<file path="src/rtl/tes_pkg.sv">
// tes_pkg: shared types and character constants for the terminal escape stripper
// no dependencies; used by tes_class, terminal_escape_stripper, tes_checker and the testbench
`default_nettype none
package tes_pkg;

   localparam int CHAR_W = 16;

   localparam logic [CHAR_W-1:0] CH_TAB     = 16'h0009;
   localparam logic [CHAR_W-1:0] CH_LF      = 16'h000A;
   localparam logic [CHAR_W-1:0] CH_CR      = 16'h000D;
   localparam logic [CHAR_W-1:0] CH_ESC     = 16'h001B;
   localparam logic [CHAR_W-1:0] CH_SPACE   = 16'h0020;
   localparam logic [CHAR_W-1:0] CH_FINAL_LO = 16'h0040;
   localparam logic [CHAR_W-1:0] CH_BRACKET = 16'h005B;
   localparam logic [CHAR_W-1:0] CH_FINAL_HI = 16'h007E;
   localparam logic [CHAR_W-1:0] CH_DEL     = 16'h007F;

   localparam logic KIND_CHAR = 1'b0;
   localparam logic KIND_END  = 1'b1;

   typedef struct packed {
      logic              kind;
      logic [CHAR_W-1:0] ch;
   } req_type;

   typedef struct packed {
      logic [CHAR_W-1:0] out_char;
      logic              has_char;
      logic              last;
      logic              whitespace_dropped;
   } rsp_type;

   typedef struct packed {
      logic is_esc;
      logic is_bracket;
      logic is_final;
      logic is_drop;
      logic is_lf;
      logic is_cr;
      logic is_space;
   } class_type;

endpackage
`default_nettype wire

</file>
<file path="src/rtl/tes_ram.sv">
// tes_ram: generic single-write, single-read synchronous RAM with registered read
// no dependencies
`default_nettype none
module tes_ram #(
   parameter int WIDTH = 16,
   parameter int DEPTH = 32,
   localparam int AW = (DEPTH > 1) ? $clog2(DEPTH) : 1
) (
   input  wire logic             clock,
   input  wire logic             wr_en,
   input  wire logic [AW-1:0]    wr_addr,
   input  wire logic [WIDTH-1:0] wr_data,
   input  wire logic [AW-1:0]    rd_addr,
   output logic      [WIDTH-1:0] rd_data
);

   logic [WIDTH-1:0] mem [DEPTH];

   always_ff @(posedge clock) begin
      if (wr_en) begin
         mem[wr_addr] <= wr_data;
      end
      rd_data <= mem[rd_addr];
   end

endmodule
`default_nettype wire

</file>
<file path="src/rtl/tes_class.sv">
// tes_class: classifies one 16-bit character for the stripper control logic
// depends on tes_pkg
`default_nettype none
module tes_class (
   input  wire logic [tes_pkg::CHAR_W-1:0] ch,
   output tes_pkg::class_type              cls
);

   logic ascii_ws;
   logic uni_ws;

   always_comb begin
      ascii_ws = (ch >= tes_pkg::CH_TAB && ch <= tes_pkg::CH_CR) ||
                 ch == tes_pkg::CH_SPACE || ch == 16'h0085 || ch == 16'h00A0;
      uni_ws   = ch == 16'h1680 || (ch >= 16'h2000 && ch <= 16'h200A) ||
                 ch == 16'h2028 || ch == 16'h2029 || ch == 16'h202F ||
                 ch == 16'h205F || ch == 16'h3000;
      cls.is_esc     = ch == tes_pkg::CH_ESC;
      cls.is_bracket = ch == tes_pkg::CH_BRACKET;
      cls.is_final   = ch >= tes_pkg::CH_FINAL_LO && ch <= tes_pkg::CH_FINAL_HI;
      cls.is_drop    = (ch < tes_pkg::CH_SPACE && ch != tes_pkg::CH_LF &&
                        ch != tes_pkg::CH_CR && ch != tes_pkg::CH_TAB) ||
                       ch == tes_pkg::CH_DEL;
      cls.is_lf      = ch == tes_pkg::CH_LF;
      cls.is_cr      = ch == tes_pkg::CH_CR;
      cls.is_space   = ascii_ws || uni_ws;
   end

endmodule
`default_nettype wire

</file>
<file path="src/rtl/terminal_escape_stripper.sv">
// terminal_escape_stripper: top level, escape/control filter with held-whitespace RAM
// depends on tes_pkg, tes_class, tes_ram
//
// Usage:
//   req channel carries one character (kind 0) or an end marker (kind 1).
//   rsp channel carries cleaned characters and, for each end marker, one
//   terminator with last set and whitespace_dropped reporting hold overflow.
//   A request is taken when req_valid is high and req_stall is low; results
//   move the same way on rsp_valid / rsp_stall.
//   A plain result is loaded into the rsp register in the cycle after its
//   request is taken; with entries held, the held whitespace is read from
//   the RAM and passed out first, then the character itself.
//   Throughput: one request per cycle while nothing is held and the rsp
//   register is not stalled. Trailing whitespace sits in a HOLD_DEPTH-entry
//   RAM; a non-whitespace character arriving with N entries held is
//   followed by a flush of N RAM reads, and req_stall stays high until
//   that character is out. req_stall also rises whenever the rsp
//   register is full and stalled. Reset clears the parser state, the hold
//   count and the rsp valid flag; the RAM contents need no clearing. An end
//   marker clears the parser state and the hold count the same way.
`default_nettype none
module terminal_escape_stripper #(
   parameter int HOLD_DEPTH = 32
) (
   input  wire logic             clock,
   input  wire logic             reset,
   input  wire logic             req_valid,
   output logic                  req_stall,
   input  wire tes_pkg::req_type req_data,
   output logic                  rsp_valid,
   input  wire logic             rsp_stall,
   output tes_pkg::rsp_type      rsp_data
);

   localparam int IW = (HOLD_DEPTH > 1) ? $clog2(HOLD_DEPTH) : 1;
   localparam int CW = $clog2(HOLD_DEPTH + 1);

   typedef enum logic [1:0] {ST_RUN, ST_FLUSH, ST_CHAR} state_type;

   state_type                  state_ff, state_in;
   logic                       in_escape_ff, in_escape_in;
   logic                       in_csi_ff, in_csi_in;
   logic                       cr_pending_ff, cr_pending_in;
   logic [1:0]                 newline_run_ff, newline_run_in;
   logic                       seen_content_ff, seen_content_in;
   logic [CW-1:0]              held_count_ff, held_count_in;
   logic                       overflow_ff, overflow_in;
   logic [IW-1:0]              idx_ff, idx_in;
   logic [tes_pkg::CHAR_W-1:0] pend_ff, pend_in;
   logic                       rsp_valid_ff, rsp_valid_in;
   tes_pkg::rsp_type           rsp_data_ff, rsp_data_in;

   tes_pkg::class_type         cls;
   logic                       accept;
   logic                       out_free;
   logic                       wr_en;
   logic [IW-1:0]              rd_addr;
   logic [tes_pkg::CHAR_W-1:0] rd_data;
   logic [tes_pkg::CHAR_W-1:0] c_eff;

   tes_class u_class (
      .ch  (req_data.ch),
      .cls (cls)
   );

   tes_ram #(
      .WIDTH (tes_pkg::CHAR_W),
      .DEPTH (HOLD_DEPTH)
   ) u_hold (
      .clock   (clock),
      .wr_en   (wr_en),
      .wr_addr (held_count_ff[IW-1:0]),
      .wr_data (c_eff),
      .rd_addr (rd_addr),
      .rd_data (rd_data)
   );

   assign out_free  = !rsp_valid_ff || !rsp_stall;
   assign req_stall = (state_ff != ST_RUN) || !out_free;
   assign accept    = req_valid && !req_stall;
   assign rsp_valid = rsp_valid_ff;
   assign rsp_data  = rsp_data_ff;
   assign c_eff     = cls.is_cr ? tes_pkg::CH_LF : req_data.ch;

   always_comb begin
      state_in        = state_ff;
      in_escape_in    = in_escape_ff;
      in_csi_in       = in_csi_ff;
      cr_pending_in   = cr_pending_ff;
      newline_run_in  = newline_run_ff;
      seen_content_in = seen_content_ff;
      held_count_in   = held_count_ff;
      overflow_in     = overflow_ff;
      idx_in          = idx_ff;
      pend_in         = pend_ff;
      rsp_valid_in    = rsp_valid_ff && rsp_stall;
      rsp_data_in     = rsp_data_ff;
      wr_en           = 1'b0;
      rd_addr         = idx_ff;

      case (state_ff)
         ST_RUN: begin
            if (accept) begin
               if (req_data.kind == tes_pkg::KIND_END) begin
                  rsp_valid_in                   = 1'b1;
                  rsp_data_in.out_char           = '0;
                  rsp_data_in.has_char           = 1'b0;
                  rsp_data_in.last               = 1'b1;
                  rsp_data_in.whitespace_dropped = overflow_ff;
                  in_escape_in    = 1'b0;
                  in_csi_in       = 1'b0;
                  cr_pending_in   = 1'b0;
                  newline_run_in  = '0;
                  seen_content_in = 1'b0;
                  held_count_in   = '0;
                  overflow_in     = 1'b0;
               end else if (in_escape_ff) begin
                  if (cls.is_bracket) begin
                     in_csi_in = 1'b1;
                  end else if (cls.is_final) begin
                     in_escape_in = 1'b0;
                     in_csi_in    = 1'b0;
                  end
               end else if (cls.is_esc) begin
                  in_escape_in = 1'b1;
               end else if (cls.is_drop) begin
                  in_escape_in = in_escape_ff;
               end else if (cls.is_lf && cr_pending_ff) begin
                  cr_pending_in = 1'b0;
               end else begin
                  cr_pending_in = cls.is_cr;
                  if ((cls.is_lf || cls.is_cr) && newline_run_ff >= 2'd2) begin
                     newline_run_in = newline_run_ff;
                  end else begin
                     if (cls.is_lf || cls.is_cr) begin
                        newline_run_in = newline_run_ff + 2'd1;
                     end else begin
                        newline_run_in = '0;
                     end
                     if (cls.is_space) begin
                        if (seen_content_ff) begin
                           if (held_count_ff < CW'(HOLD_DEPTH)) begin
                              wr_en         = 1'b1;
                              held_count_in = held_count_ff + CW'(1);
                           end else begin
                              overflow_in = 1'b1;
                           end
                        end
                     end else begin
                        seen_content_in = 1'b1;
                        if (held_count_ff != '0) begin
                           pend_in  = req_data.ch;
                           idx_in   = '0;
                           rd_addr  = '0;
                           state_in = ST_FLUSH;
                        end else begin
                           rsp_valid_in                   = 1'b1;
                           rsp_data_in.out_char           = req_data.ch;
                           rsp_data_in.has_char           = 1'b1;
                           rsp_data_in.last               = 1'b0;
                           rsp_data_in.whitespace_dropped = 1'b0;
                        end
                     end
                  end
               end
            end
         end
         ST_FLUSH: begin
            if (out_free) begin
               rsp_valid_in                   = 1'b1;
               rsp_data_in.out_char           = rd_data;
               rsp_data_in.has_char           = 1'b1;
               rsp_data_in.last               = 1'b0;
               rsp_data_in.whitespace_dropped = 1'b0;
               idx_in  = idx_ff + IW'(1);
               rd_addr = idx_ff + IW'(1);
               if (CW'(idx_ff) + CW'(1) == held_count_ff) begin
                  held_count_in = '0;
                  state_in      = ST_CHAR;
               end
            end
         end
         ST_CHAR: begin
            if (out_free) begin
               rsp_valid_in                   = 1'b1;
               rsp_data_in.out_char           = pend_ff;
               rsp_data_in.has_char           = 1'b1;
               rsp_data_in.last               = 1'b0;
               rsp_data_in.whitespace_dropped = 1'b0;
               state_in = ST_RUN;
            end
         end
         default: begin
            state_in = ST_RUN;
         end
      endcase
   end

   always_ff @(posedge clock) begin
      if (reset) begin
         state_ff        <= ST_RUN;
         in_escape_ff    <= 1'b0;
         in_csi_ff       <= 1'b0;
         cr_pending_ff   <= 1'b0;
         newline_run_ff  <= '0;
         seen_content_ff <= 1'b0;
         held_count_ff   <= '0;
         overflow_ff     <= 1'b0;
         rsp_valid_ff    <= 1'b0;
      end else begin
         state_ff        <= state_in;
         in_escape_ff    <= in_escape_in;
         in_csi_ff       <= in_csi_in;
         cr_pending_ff   <= cr_pending_in;
         newline_run_ff  <= newline_run_in;
         seen_content_ff <= seen_content_in;
         held_count_ff   <= held_count_in;
         overflow_ff     <= overflow_in;
         rsp_valid_ff    <= rsp_valid_in;
      end
      idx_ff      <= idx_in;
      pend_ff     <= pend_in;
      rsp_data_ff <= rsp_data_in;
   end

   // flush only runs with something held
   a_flush_nonempty: assert property (@(posedge clock) disable iff (reset)
      state_ff == ST_FLUSH |-> held_count_ff != '0)
      else $error("flush with empty hold buffer");

   a_count_bound: assert property (@(posedge clock) disable iff (reset)
      held_count_ff <= CW'(HOLD_DEPTH))
      else $error("hold count beyond depth");

   // end marker leaves clean state
   a_end_clears: assert property (@(posedge clock) disable iff (reset)
      accept && req_data.kind == tes_pkg::KIND_END |=>
         held_count_ff == '0 && !overflow_ff && !seen_content_ff && rsp_valid_ff &&
         rsp_data_ff.last)
      else $error("end marker did not clear state");

   a_no_accept_busy: assert property (@(posedge clock) disable iff (reset)
      state_ff != ST_RUN |-> !accept)
      else $error("request taken during flush");

endmodule
`default_nettype wire

</file>
<file path="config.mk">
export PLATFORM = sky130hd
export DESIGN_NAME = terminal_escape_stripper
export DESIGN_NICKNAME = d
export VERILOG_FILES = /design/src/rtl/tes_pkg.sv /design/src/rtl/tes_ram.sv /design/src/rtl/tes_class.sv /design/src/rtl/terminal_escape_stripper.sv
export SDC_FILE = /design/constraint.sdc
export NUM_CORES = 1
export LEC_CHECK = 0
export ABC_CLOCK_PERIOD_IN_PS = 8200
export BUFFER_PORTS_ARGS = -buffer_cell sky130_fd_sc_hd__clkbuf_2
export CAP_MARGIN = 20
export CORE_ASPECT_RATIO = 1.4
export CORE_MARGIN = 5
export CORE_UTILIZATION = 40
export DETAILED_ROUTE_END_ITERATION = 8
export HOLD_SLACK_MARGIN = 0.1
export SLEW_MARGIN = 20
export SYNTH_ARGS = -nofsm -noshare
export SYNTH_HDL_FRONTEND = slang
export SYNTH_SLANG_ARGS = --single-unit
</file>
<file path="constraint.sdc">
create_clock -name clock -period 8.2 [get_ports clock]
set_input_delay 1.64 -clock clock [delete_from_list [all_inputs] [get_ports clock]]
set_output_delay 1.64 -clock clock [all_outputs]
set_load 0.05 [all_outputs]
</file>
## Word-level counts from Yosys, hierarchy flattened

Memory sizes are Yosys's and may differ from the RTL's. A register that Yosys moved wholly into a read port is not among the register bits.
Index checks and enable logic that the tools add are counted.

| operators by class | value |
|---|---|
| add/subtract/negate cells | 4 |
| reduce and logical (&&, ||, !) cells | 45 |
| bitwise logic cells | 7 |
| $lt $le $gt $ge | 9 |
| equality and inequality tests | 49 |
| mux-type cells | 107 |

Operators by type and width:

| kind | count |
|---|---|
| 19-bit two-way mux | 11 |
| 16-bit by 14-bit == test with 1-bit output (second input constant) | 5 |
| 6-bit two-way mux | 12 |
| 19-bit case mux with 3 select lines | 1 |
| 5-bit two-way mux | 10 |
| 1-bit two-way mux | 49 |
| 16-bit by 4-bit != test with 1-bit output (second input constant) | 3 |
| 2-bit two-way mux | 19 |
| 2-bit != test (second input constant) | 19 |
| 16-bit by 4-bit == test with 1-bit output (second input constant) | 2 |
| 16-bit by 7-bit == test with 1-bit output (second input constant) | 2 |
| 16-bit by 8-bit == test with 1-bit output (second input constant) | 2 |
| 3-bit != test (second input constant) | 10 |
| 12-bit AND reduction | 2 |
| 10-bit AND reduction | 2 |
| 16-bit by 13-bit == test with 1-bit output (second input constant) | 1 |
| 16-bit by 5-bit == test with 1-bit output (second input constant) | 1 |
| 16-bit by 6-bit == test with 1-bit output (second input constant) | 1 |
| 16-bit by 14-bit >= comparator with 1-bit output (second input constant) | 1 |
| 16-bit by 4-bit >= comparator with 1-bit output (second input constant) | 1 |
| 16-bit by 7-bit >= comparator with 1-bit output (second input constant) | 1 |
| 16-bit by 14-bit <= comparator with 1-bit output (second input constant) | 1 |
| 16-bit by 4-bit <= comparator with 1-bit output (second input constant) | 1 |
| 16-bit by 7-bit <= comparator with 1-bit output (second input constant) | 1 |
| 29 further kinds | 63 |

| storage, ports and cells | value |
|---|---|
| flip-flop bits (word level) | 55 |
| output and inout port bits | 21 |
| RAM bits | 512 |
| word-level logic and storage cells | 236 |
| memories | 1 |
| bits of input ports | 21 |

Memories:

| name | depth | bits a word | rd ports | clocked after memory_dff | write ports | RTL line | text |
|---|---|---|---|---|---|---|---|
| u_hold.mem | 32 | 16 | 1 | 1 | 1 | tes_ram.sv:17 | `logic [WIDTH-1:0] mem [DEPTH];` |

## Depth between registers and ports, before layout

| logic depth | value |
|---|---|
| depth in word-level cells | 20 |
| gate-level depth with buffers | 14 |
| mapped depth without buffers | 11 |

## Modules after synthesis

From an unflattened synthesis, not the netlist that was laid out.

| second synthesis, totals | value |
|---|---|
| cells, all modules | 1460 |
| area, all modules | 23731.5 um2 |

By module, submodules not included:

| module | seq. area each (um2) | area an instance (um2) | instances | cells each |
|---|---|---|---|---|
| tes_ram | 15695.1 | 20535.9 | 1 | 1143 |
| terminal_escape_stripper | 1451.4 | 2793.9 | 1 | 260 |
| tes_class | 0.0 | 401.6 | 1 | 57 |

## Least setup slack after synthesis

OpenSTA, ideal clock, no wires.

| timing | value |
|---|---|
| kind | input port to flip-flop |
| start point | input port req_data[7] (netlist name) |
| end point | memory u_hold.mem[30][0], enable pin |
| buffers on the path | 1 |
| arrival time | 4295 ps |
| required time | 7812 ps |
| stages | 8 |
| library setup time | 388 ps |
| slack | 3517 ps |
| path through | clkbuf_1 nor4_2 nand3_1 o2111a_1 nor3_1 and4_1 nand2_1 nor2_1 |

| between the ends | value |
|---|---|
| longest elaborated chain between the ends | 20 |
| elaborated cells between the ends (all ways) | 51 |
| classes of those cells | order compare: 5; eq/ne: 16; mux: 11; reduce/logical: 19 |

Ends and longest elaborated chain:

| item | RTL line | text |
|---|---|---|
| start, declared | terminal_escape_stripper.sv:29 | `input wire tes_pkg::req_type req_data,` |
| 16-bit by 14-bit >= comparator with 1-bit output or 16-bit by 14-bit <= comparator with 1-bit output (tied branches) | tes_class.sv:15 | `uni_ws = ch == 16'h1680 \|\| (ch >= 16'h2000 && ch <= 16'h200A) \|\|` |
| 1-bit logical AND | tes_class.sv:15 |  |
| 1-bit logical OR (2 in a row) | tes_class.sv:15 |  |
| 1-bit logical OR (3 in a row) | tes_class.sv:16 | `ch == 16'h2028 \|\| ch == 16'h2029 \|\| ch == 16'h202F \|\|` |
| 1-bit logical OR | tes_class.sv:17 | `ch == 16'h205F \|\| ch == 16'h3000;` |
| 1-bit logical OR | tes_class.sv:26 | `cls.is_space = ascii_ws \|\| uni_ws;` |
| 1-bit two-way mux | terminal_escape_stripper.sv:140 | `if (cls.is_space) begin` |
| 1-bit two-way mux | terminal_escape_stripper.sv:132 | `if ((cls.is_lf \|\| cls.is_cr) && newline_run_ff >= 2'd2) begin` |
| 1-bit two-way mux | terminal_escape_stripper.sv:128 | `end else if (cls.is_lf && cr_pending_ff) begin` |
| 1-bit two-way mux | terminal_escape_stripper.sv:126 | `end else if (cls.is_drop) begin` |
| 1-bit two-way mux (*) | terminal_escape_stripper.sv:124 | `end else if (cls.is_esc) begin` |
| 1-bit two-way mux (*) | terminal_escape_stripper.sv:117 | `end else if (in_escape_ff) begin` |
| 1-bit two-way mux (*) | terminal_escape_stripper.sv:104 | `if (req_data.kind == tes_pkg::KIND_END) begin` |
| 1-bit two-way mux (*) | terminal_escape_stripper.sv:103 | `if (accept) begin` |
| 1-bit two-way mux (*) | terminal_escape_stripper.sv:101 | `case (state_ff)` |
| 1-bit two-way mux (*) | tes_ram.sv:20 | `if (wr_en) begin` |
| 1-bit two-way mux (implied by the code) (*) | tes_ram.sv:21 | `mem[wr_addr] <= wr_data;` |
| end, declared | tes_ram.sv:17 |  |

Mark *: on every way between the ends. The rest lies on a longest branch, timed or not.

## Worst setup path in the final report

| timing | value |
|---|---|
| start point | input port req_data[11] (netlist name) |
| end point | register u_hold.rd_data[9], read port of u_hold.mem |

| between the ends | value |
|---|---|
| longest elaborated chain between the ends | 18 |
| elaborated cells between the ends (all ways) | 49 |
| classes of those cells | order compare: 5; eq/ne: 16; mux: 9; reduce/logical: 19 |

Ends and longest elaborated chain:

| item | RTL line | text |
|---|---|---|
| 16-bit by 14-bit >= comparator with 1-bit output or 16-bit by 14-bit <= comparator with 1-bit output (tied branches) | tes_class.sv:15 |  |
| 1-bit logical AND | tes_class.sv:15 |  |
| 1-bit logical OR (2 in a row) | tes_class.sv:15 |  |
| 1-bit logical OR (3 in a row) | tes_class.sv:16 |  |
| 1-bit logical OR | tes_class.sv:17 |  |
| 1-bit logical OR | tes_class.sv:26 |  |
| 5-bit two-way mux | terminal_escape_stripper.sv:140 |  |
| 5-bit two-way mux | terminal_escape_stripper.sv:132 |  |
| 5-bit two-way mux (2 in a row) | -- |  |
| 5-bit two-way mux (*) | -- |  |
| 5-bit two-way mux (*) | terminal_escape_stripper.sv:117 |  |
| 5-bit two-way mux (*) | -- |  |
| 5-bit two-way mux (*) | terminal_escape_stripper.sv:103 |  |
| 5-bit case mux with 2 select lines (*) | -- |  |
| named net idx_in[2] | terminal_escape_stripper.sv:48 | `logic [IW-1:0] idx_ff, idx_in;` |
| end, declared | tes_ram.sv:14 | `output logic [WIDTH-1:0] rd_data` |

The timed path passes the listed nets; every way through them passes the cells marked *.
A chain may end at the register's enable or synchronous reset.

==> summary.txt <==
Run status
  • Status: finished clean

Power and ir drop
  • Peak VDD IR: 0.394 mV
  • Pleak: 0.00922 µW
  • Total power divided by cell area: 334 nW/µm²
  • Power, Total: 8990 µW

Placement
  • PortBufs: 41
  • Placer Congestion: 0.836
  • Placed inst area: 25100 µm²
  • Pre-CTS setup slack: 1.45 ns
  • Dpl hpwl: 38.4 mm

Global routing
  • Met3 usage: 2.20%
  • Met1 Resource Use GR: 21.7%
  • GRT Resource Usage Total: 18.2%
  • Total gr overflow: 0
  • Vias in the first global route: 13000
  • First-pass GRT wire length: 88.2 mm
  • Initial antenna violation count: 0
  • GR met2 Demand/Resource: 34.2%
  • Busiest grt layer: met2
  • Largest net degree at the start of global routing: 90

Yosys
  • Top cells by count, synth: 547 x edfxtp_1, 225 x mux2i_1, 99 x a22oi_1, 64 x nand2_1, 63 x nor2_1
  • Post-Syn Nets: 1497
  • Largest family of logic cells by synthesized area: multiplexers
  • Syn Std Cell Area: 24000 µm²
  • Synth Area in Simple Gates: 6.90%
  • Compound-Gate Fraction of Synth Area: 7.54%
  • Post-synth EDFFs: 547
  • Cells after synthesis: 1466
  • Async set-reset flop share out of synthesis: 0%
  • Mean Syn Cell Area: 16.3 µm²
  • Post-Synth Adder-Cell Area: 0.522%
  • Post-synthesis sequential element count: 583
  • Xor/xnor cell area share of the yosys netlist: 0.365%
  • Register area share after synthesis: 71.5%
  • Top-area cell type share of the netlist area: 68.5%
  • Most used DFF post-synth: edfxtp_1
  • Post-synthesis mux area share: 10.9%
  • Top post-synthesis cells by area: edfxtp_1 69%, mux2i_1 9.4%, a22oi_1 3.1%, dfxtp_1 3.0%, mux2_2 1.5%
  • Count leader, synth: edfxtp_1
  • Dominant cell type by area after synthesis: edfxtp_1
  • Synth warn: 0
  • Count of different cell masters after synthesis: 71

Setup path
  • CP Launch Type: input port
  • Bufs and invs on worst path: 2
  • Required time worst endpoint: 8.66 ns
  • Largest stage delay on the critical path: 1.02 ns
  • Crit-path max FO: 36
  • Crit end category: flip-flop
  • Kind of critical path: input port to flip-flop
  • CP top delay family: simple AND/OR/NAND/NOR gates
  • Crit path arrival time: 6.58 ns
  • Cell depth of the worst setup path: 11
  • Worst reg2reg path depth: 10
  • Critical-path cell list: clkbuf_2 > nor4_1 > nand3_1 > o2111a_1 > nor2_4 > a41o_1 > clkinv_4 > nor4_4 > a22oi_1 > nand2_1 > nor4_2
  • Reg2Reg Setup Slack: 3.56 ns
  • Slowest-stage cell, CP: nor4_4

Final layout
  • Register area: 17100 µm²
  • ANT cells: 0
  • Nets: 1556
  • Share of post-route cells with drive strength above 1: 16.0%
  • P&R area growth vs syn: 12.2%
  • Fillers: 5093
  • Area of the multi-input gates: 6310 µm²
  • Fin util: 45.1%
  • Fin area: 26900 µm²

STA
  • Clk_skew: 0.0144 ns
  • Final worst slack: 2.08 ns
  • RSZ-0062 raised after global routing: no
  • Final Hold Fails: 0
  • Setup violators final: 0
  • Slew @ Worst Pin: 1.16 ns
  • Fmax: 163 MHz
  • Slew Limit Fails: 0
  • Final min period: 6.12 ns
  • Final setup TNS: 0 ns
  • Rel. slew slack: 22.3%
  • Tcrit/Tclk final: 74.6%

Clock tree
  • Clk slew on worst S/H paths: 0.07 ns
  • CTS resizes: 0
  • CTS tree: done
  • Clk sink count: 583
  • Post-CTS setup buffer count: 0
  • Root buffer cell: clkbuf_16
  • CTS max path bufs: 3
  • Post-CTS Hold Buffers: 0
  • Clk_lat worst skew: 0.59 ns
  • CTS Buf Count: 51
  • H-tree lvl count: 2

Route
  • DR vias: 13100
  • DR DRC count: 0
  • Initial DRT Pass Iterations: 6
  • Vias per inst: 5.66
  • DRT iter0 DRCs: 1065
  • Post-DRT Antenna Nets: 0
  • Routed length per placed instance: 26.1 µm
  • Drt total wl: 60.6 mm

Die
  • Die Y: 300 µm
  • Num rows: 106
  • Starting Density: 40.2%
  • Core Region: 59500 µm²
  • Num ports: 42
  • Total die area: 65000 µm²
  • Chip width: 217 µm

Flow run
  • Max-Cap Viols: 0

Hold path
  • Hold Path Depth: 2
  • Hold crit path type: flip-flop to flip-flop
## layer usage
| layer | part of all wire (%) | up-vias |
|---|---|---|
| met3 | 4.4 | 98 |
| met5 | 0 | - |
| met2 | 54 | 372 |
| li1 | - | 5908 |
| met4 | 3.1 | 0 |
| met1 | 38 | 6759 |
## sequential cells by signal, summed over array words and instances, names as in the netlist
name	count
idx_ff	5
pend_ff	16
overflow_ff	1
u_hold.rd_data	16
seen_content_ff	1
u_hold.mem	512
held_count_ff	6
rsp_data	19
cr_pending_ff	1
rsp_valid	1
newline_run_ff	2
state_ff	2
in_escape_ff	1
## cell usage in the layout, fill, tap and decap left out, types with 7 or more instances in the layout
cell,count
nand2_1,64
mux2_2,32
inv_1,10
ha_1,10
a22oi_1,99
nor4_2,11
nor3_1,7
o21ai_0,30
clkinv_1,8
clkbuf_2,40
edfxtp_1,547
clkinv_2,8
clkbuf_1,8
bufinv_16,10
o22ai_1,16
nor4b_4,8
dfxtp_1,36
a21oi_1,15
and2_1,7
or3_1,9
a22o_1,31
clkbuf_16,51
mux2i_1,225
nor4_1,9
nand3_1,11
nand2b_1,23
nor2_1,63
nand4_1,19
buf_4,50
## final cells by class
| cell class | count | share of cell area, % |
|---|---|---|
| tap | 756 | 3.52 |
| clock inverter | 34 | 1.66 |
| multi-input combinational | 782 | 23.5 |
| sequential | 583 | 63.8 |
| clock buffer | 60 | 4.91 |
| inverter | 12 | 0.205 |
| timing repair buffer | 95 | 2.44 |
## kinds of logic after synthesis
kind of cell / Yosys count
mux: 257
xor+xnor: 10
fa+ha+maj: 10
compound gates: 237
flops: 583
buf+inv: 101
simple gates: 268
## worst register-to-register path: stages (launching register included)
cell	delay, ns
dfxtp_1	0.34
inv_1	0.09
ha_1	0.85
nand2_1	0.46
a21boi_0	0.31
a41o_1	0.66
clkinv_4	0.23
nor4_4	1.02
a22oi_1	0.28
nand2_1	0.22
nor4_2	0.07
## stage by stage
stage / instances / hold WS (ns)
2_1_floorplan: 1466 / 0.440
3_3_place_gp: 2227 / 0.451
3_5_place_dp: 2227 / 0.459
4_1_cts: 2321 / 0.467
5_1_grt: 2322 / 0.499
6_report: 2322 / 0.465
## power breakdown
group / switching (µW) / internal, µW
registers: 91.3 / 3390
logic: 1840 / 1120
clock network: 1060 / 1470
total: 3000 / 5990
## path summary, 6_finish.rpt
path,from,to
worst max-delay path,req_data[11],u_hold.rd_data[9]
worst min-delay path,newline_run_ff[0],newline_run_ff[0]
worst max register to register,state_ff[1],u_hold.rd_data[9]
worst min register to register,newline_run_ff[0],newline_run_ff[0]
Note: power is estimated with default switching activity, not from simulation.
